[src/rtl/core/gcd_pkg.sv]
package gcd_pkg;

    localparam int CORDIC_STEPS = 32;

    // Angle words in Q30 radians, vector words of the rotation stages.
    localparam int ANG_W = 36;
    localparam int XY_W  = 34;
    localparam int Q_W   = 32;
    localparam int SQ_W  = 62;
    localparam int SQ_STEPS = 31;

    localparam logic signed [ANG_W-1:0] PI_Q30      = 36'sd3373259426;
    localparam logic signed [ANG_W-1:0] HALF_PI_Q30 = 36'sd1686629713;
    localparam logic signed [ANG_W-1:0] TWO_PI_Q30  = 36'sd6746518852;
    localparam logic signed [XY_W-1:0]  GAIN_Q30    = 34'sd652032874;
    localparam logic signed [XY_W-1:0]  ONE_XY      = 34'sd1073741824;
    localparam logic [30:0]             ONE_Q30     = 31'd1073741824;
    localparam logic [30:0]             DEG7_TO_RAD = 31'd2012227627;
    localparam logic [23:0]             DIAMETER_M  = 24'd12742000;

    function automatic logic signed [ANG_W-1:0] atan_entry(input int i);
        logic signed [ANG_W-1:0] v;
        unique case (i)
            0:  v = 36'sd843314857;
            1:  v = 36'sd497837829;
            2:  v = 36'sd263043837;
            3:  v = 36'sd133525159;
            4:  v = 36'sd67021687;
            5:  v = 36'sd33543516;
            6:  v = 36'sd16775851;
            7:  v = 36'sd8388437;
            8:  v = 36'sd4194283;
            9:  v = 36'sd2097149;
            10: v = 36'sd1048576;
            default: begin
                if (i <= 30) begin
                    v = ANG_W'(64'sd1 << (30 - i));
                end else begin
                    v = '0;
                end
            end
        endcase
        return v;
    endfunction

endpackage

[src/rtl/core/gcd_sqrt.sv]
module gcd_sqrt import gcd_pkg::*; (
    input  logic        aclk,
    input  logic        aresetn,
    input  logic        en,
    input  logic        in_valid,
    input  logic [30:0] in_value,
    output logic        out_valid,
    output logic [30:0] out_root
);

    // Digit-by-digit root of in_value shifted up by 30, one result bit a stage.
    logic            vld_reg  [0:SQ_STEPS];
    logic [SQ_W-1:0] rem_reg  [0:SQ_STEPS];
    logic [SQ_W-1:0] root_reg [0:SQ_STEPS];

    always_ff @(posedge aclk) begin
        if (!aresetn) begin
            vld_reg[0] <= 1'b0;
        end else if (en) begin
            vld_reg[0] <= in_valid;
        end
    end

    always_ff @(posedge aclk) begin
        if (en) begin
            rem_reg[0]  <= {1'b0, in_value, 30'b0};
            root_reg[0] <= '0;
        end
    end

    for (genvar j = 0; j < SQ_STEPS; j++) begin : g_step
        localparam logic [SQ_W-1:0] BIT = SQ_W'(1) << (2 * (SQ_STEPS - 1 - j));
        logic [SQ_W-1:0] trial;
        assign trial = root_reg[j] + BIT;

        always_ff @(posedge aclk) begin
            if (!aresetn) begin
                vld_reg[j+1] <= 1'b0;
            end else if (en) begin
                vld_reg[j+1] <= vld_reg[j];
            end
        end
        always_ff @(posedge aclk) begin
            if (en) begin
                if (rem_reg[j] >= trial) begin
                    rem_reg[j+1]  <= rem_reg[j] - trial;
                    root_reg[j+1] <= (root_reg[j] >> 1) + BIT;
                end else begin
                    rem_reg[j+1]  <= rem_reg[j];
                    root_reg[j+1] <= root_reg[j] >> 1;
                end
            end
        end
    end

    assign out_valid = vld_reg[SQ_STEPS];
    assign out_root  = root_reg[SQ_STEPS][30:0];

endmodule

[config.mk]
export PLATFORM = sky130hd
export DESIGN_NAME = gcd_sqrt
export DESIGN_NICKNAME = d
export VERILOG_FILES = /design/src/rtl/core/gcd_pkg.sv /design/src/rtl/core/gcd_sqrt.sv
export SDC_FILE = /design/constraint.sdc
export NUM_CORES = 2
export LEC_CHECK = 0
export ABC_AREA = 1
export BUFFER_PORTS_ARGS = -buffer_cell sky130_fd_sc_hd__buf_2
export CORE_MARGIN = 4
export CORE_UTILIZATION = 25
export DETAILED_ROUTE_END_ITERATION = 6
export GPL_TIMING_DRIVEN = 0
export PLACE_DENSITY_LB_ADDON = 0.08
export SYNTH_ARGS = -nofsm -noshare
export SYNTH_HDL_FRONTEND = slang
export SYNTH_SLANG_ARGS = --single-unit
export TNS_END_PERCENT = 50
[constraint.sdc]
create_clock -name aclk -period 3.4 [get_ports aclk]
set_input_delay 0.17 -clock aclk [delete_from_list [all_inputs] [get_ports aclk]]
set_output_delay 0.17 -clock aclk [all_outputs]
set_load 0.02 [all_outputs]
### After elaboration in Yosys (flattened, before gate mapping)

Memory sizes are Yosys's and may differ from the RTL's.
Index checks and enable logic that the tools add are counted.
W data, S select, Z words.

| cells by class | value |
|---|---|
| muxes and demuxes | 285 |
| magnitude comparators | 31 |
| bitwise gates (word level) | 94 |
| $add $sub $neg | 93 |

Operators by type and width:

| kind | count |
|---|---|
| $mux W62 | 62 |
| $ge A62 B62 Y1 | 31 |
| $sub A62 B62 Y62 | 31 |
| $mux W1 | 223 |
| $or A1 B1 Y1 | 94 |
| $add A61 B1 Y62 const B | 1 |
| $add A61 B11 Y62 const B | 1 |
| $add A61 B13 Y62 const B | 1 |
| $add A61 B15 Y62 const B | 1 |
| $add A61 B17 Y62 const B | 1 |
| $add A61 B19 Y62 const B | 1 |
| $add A61 B21 Y62 const B | 1 |
| $add A61 B23 Y62 const B | 1 |
| $add A61 B25 Y62 const B | 1 |
| $add A61 B27 Y62 const B | 1 |
| $add A61 B29 Y62 const B | 1 |
| $add A61 B3 Y62 const B | 1 |
| $add A61 B31 Y62 const B | 1 |
| $add A61 B33 Y62 const B | 1 |
| $add A61 B35 Y62 const B | 1 |
| $add A61 B37 Y62 const B | 1 |
| $add A61 B39 Y62 const B | 1 |
| $add A61 B41 Y62 const B | 1 |
| $add A61 B43 Y62 const B | 1 |
| other kinds (43) | 43 |

| storage, ports and cells | value |
|---|---|
| bits in registers | 0 |
| output and inout bits | 32 |
| RAM bits | 4000 |
| memories | 3 |

Memories:

| name | words | width | read ports | clocked after Yosys merged registers in | write ports | RTL line | source |
|---|---|---|---|---|---|---|---|
| rem_reg | 32 | 62 | 31 | 0 | 32 | gcd_sqrt.sv:13 | `logic [SQ_W-1:0] rem_reg [0:SQ_STEPS];` |
| root_reg | 32 | 62 | 32 | 0 | 32 | gcd_sqrt.sv:14 | `logic [SQ_W-1:0] root_reg [0:SQ_STEPS];` |
| vld_reg | 32 | 1 | 32 | 0 | 32 | gcd_sqrt.sv:12 | `logic vld_reg [0:SQ_STEPS];` |

### Logic depth before layout (Yosys ltp)

| depth | value |
|---|---|
| depth after elaboration | 6 |
| depth in mapped cells | 17 |
| depth with buffers taken out | 17 |

### Worst setup path after synthesis

Ideal clock, no wire load.

| path | value |
|---|---|
| path kind | input -> register |
| start point | input port en |
| end point | memory rem_reg[30][2] (netlist: rem_reg[1][870]), enable pin |
| path slack | -0.106 ns |
| data required time | 2.921 ns |
| arrival | 3.027 ns |
| buffers on the path | 3 |
| stages | 3 |
| cells stage by stage | buf_4 > clkbuf_1 > clkbuf_1 |

RTL lines:

| what | RTL line | source |
|---|---|---|
| start: declaration | gcd_sqrt.sv:4 | `input logic en,` |
| end: declaration | gcd_sqrt.sv:13 |  |

==> run metrics <==
status=complete, but fails checks; failing checks=negative setup slack; CP Buf/Inv Count=3; post-route insts no fill=20600; DP HPWL=353 mm; routability cong.=0.900; peak supply drop=0.442 mV; worst hold stages=4; Post-synth EDFFs=1714; residual DRC count=0; largest net degree at the start of global routing=90; clock tree sinks=1715; Initial Util=25.1%; P_leak=56.3 nW; drt total wl=428 mm; crit path launch type=flop; Die Y=674 um; initial antenna violation count=19; area delta synth->final=15.2%; Hold/Removal Path Class=in -> reg; drt first pass iters=6; Critical Path End Type=flop; Critical Path RT=4040 ps; Skew-Pair Late Insertion Delay=940 ps; Max-slew headroom=26.7%; critical path's top delay family=simple AND/OR/NAND/NOR gates; final count of pins violating max slew=0; clock tree buffer depth=4; die width=674 um; first-pass GRT wire length=622 mm; Critical Path Max Stage Delay=480 ps; Final Critical Period=3430 ps; CP most frequent cell=nand2_1; Critical Path Slowest Stage Cell=edfxtp_1; Core ar.=441000 sq um; met3 wire len=17.3 mm; Least-Margin Pin Slew=1090 ps; Filler Cells Inserted=48300; Synth async-reset ratio=0%; sequential share of the synthesized area=46.5%; crit-path cells=inv_1 -> ha_1 -> fa_1 -> nand3_1 -> nand3_1 -> nand2_1 -> nand3_2 -> nand2_1 -> nand2_1 -> buf_6 -> buf_2 -> a21oi_1; RSZ-0062 raised after global routing=true; flops & latches, synth=1715; number of buffers created by CTS=220; vias in the first global route=90800; Ports=67; skew final=82.9 ps; setup ws final=-26.1 ps; ys flop type=edfxtp_1; top sig layer=met4; Crit Path Class=reg -> reg; layout cells sized above 1=5.36%; Mapped Area=111000 sq um; CTS clk-pin slew, worst paths=60 ps; Max Fclk=292 MHz; Yosys warning count=0; CP arrival=4070 ps; Largest register FFs=1187; Port-buffer cells=66; WL/cell=20.7 um; Setup WS pre-CTS=-3500 ps; Mapped Nets=14700; total track usage=18.4%; endpoints failing hold=0; H-tree depth=4; post-route ant nets=0; Iter 0 DRT Violations=6583; worst r2r path cells=12; global route overflow=0; Syn Inst Count=14100; Final nets=15100; Inst Count DP=20100; met2 WL=197 mm; fin crit share=101%; Die ar.=454000 sq um; pwr/cell area=607 nW/um^2; Final setup violation count=1; root buf cell=clkbuf_16; Worst Path Max Fanout=10; DR vias/cell=4.47; post-synth cell types=66; CTS tree=built; Site Rows=244; via count=92100; Mean Syn Cell Area=7.83 sq um; Max-cap violations=0; M1 WL=203 mm; Crit path depth=12
-- layout by cell type (no fill, tap or decap), types with 15 or more instances in the layout --
cell,netlist,final
a21oi_1,644,630
a21oi_2,5,19
and2_1,21,21
and3_1,15,15
buf_12,0,15
buf_2,48,106
buf_4,35,47
buf_6,20,24
bufinv_16,0,34
clkbuf_1,38,25
clkbuf_16,0,223
clkbuf_2,2,22
clkinv_1,1,46
clkinv_2,0,34
clkinvlp_4,0,29
dlygate4sd3_1,0,65
edfxtp_1,1714,1714
ha_1,494,490
inv_1,2516,2514
inv_2,14,15
nand2_1,4112,4105
nand2_2,21,28
nand3_1,817,814
nand3_2,22,23
nand3b_1,93,93
nand4_1,309,309
nor2_1,1642,1641
nor2_2,29,30
nor3_1,231,231
nor4_1,85,85
o21ai_0,438,429
o21ai_1,111,112
o21ai_2,17,24
o21bai_1,41,41
or2_2,19,19
xnor2_1,284,284
xor2_1,168,168
-- stage by stage --
stage	setup TNS, ps	power (W)	area [sq um]	hold slack [ps]	utilization (%)
2_1_floorplan	-1910	0.0441	111000	269	-
3_3_place_gp	-5938440	0.0537	119000	347	26.8
3_5_place_dp	-2693200	0.0534	119000	348	27.0
4_1_cts	-39.2	0.0786	127000	25.4	28.9
5_1_grt	-192	0.0825	128000	111	28.9
6_report	-26.1	0.0775	128000	136	28.9
-- worst reg2reg max path: cells and delay by family, from the launching register on --
kind | cells | cell delay, ps
and+or+nand+nor | 6 | 1010
buffers and inverters | 3 | 540
DFF | 1 | 480
AOI/OAI and AO/OA | 1 | 430
adders and majority gates | 2 | 720
-- cells in the mapped netlist, drive strengths merged (22+ instances only) --
cell | count | share of area (%)
nand3 | 843 | 4.0
nand2 | 4135 | 14
inv | 2533 | 8.6
xnor2 | 284 | 2.2
nand3b | 94 | 0.64
or2 | 22 | 0.12
o21ai | 566 | 2.6
nor2 | 1675 | 5.8
xor2 | 168 | 1.3
a21oi | 650 | 3.0
and2 | 22 | 0.12
ha | 494 | 5.6
nor4 | 88 | 0.52
o21bai | 41 | 0.28
buf | 105 | 0.68
nand4 | 315 | 1.8
edfxtp | 1714 | 46
clkbuf | 40 | 0.14
nor3 | 242 | 1.2
-- where the power goes --
part	internal [W]	switching, W
registers	0.0272	0.00283
clock network	0.0146	0.00990
logic	0.00698	0.0160
-- metal layers --
metal	vias to the layer above	global-route usage (%)
li1	46800	-
met3	406	1.80
met1	43000	25.7
met5	-	0
met2	1912	30.8
met4	0	4.10
-- cell type report --
type / instances / area (sq um) / area share, %
diodes: 6 / 15.0 / 0.0118
plain buffers: 145 / 1020 / 0.796
clock buffers: 242 / 5650 / 4.43
clock inverters: 165 / 1840 / 1.44
inverters: 2534 / 9520 / 7.46
multi-input cells: 9750 / 49100 / 38.5
flip-flops and latches: 1715 / 51500 / 40.4
well taps: 5904 / 7390 / 5.79
repair buffers: 165 / 1610 / 1.26
-- logic make-up after synthesis --
family,Yosys count,share of synthesized area (%)
AO/OA/AOI/OAI,1321,6.30
flip-flops,1715,46.5
XOR/XNOR,452,3.57
buffers and inverters,2679,9.41
adder cells (fa/ha/maj),508,5.83
AND/OR/NAND/NOR,7469,28.4
-- what timing repair did --
action	CTS	global route
hold buffers	66	0
setup buffers	2	8
gates resized for setup	52	17
endpoints found under the setup margin	1122	164
endpoints found under the hold margin	95	0
-- final timing paths --
path | endpoint | from | slack [ps]
worst max-delay path | rem_reg[1][889]$_DFFE_PP_ | root_reg[29][4]$_DFFE_PP_ | -30
worst min-delay path | vld_reg[0][0]$_DFFE_PP_ | in_valid | 140
worst max register to register | rem_reg[1][889]$_DFFE_PP_ | root_reg[29][4]$_DFFE_PP_ | -30
worst min register to register | rem_reg[0][120]$_DFFE_PP_ | rem_reg[0][58]$_DFFE_PP_ | 420
(Power assumes the default switching activity.)
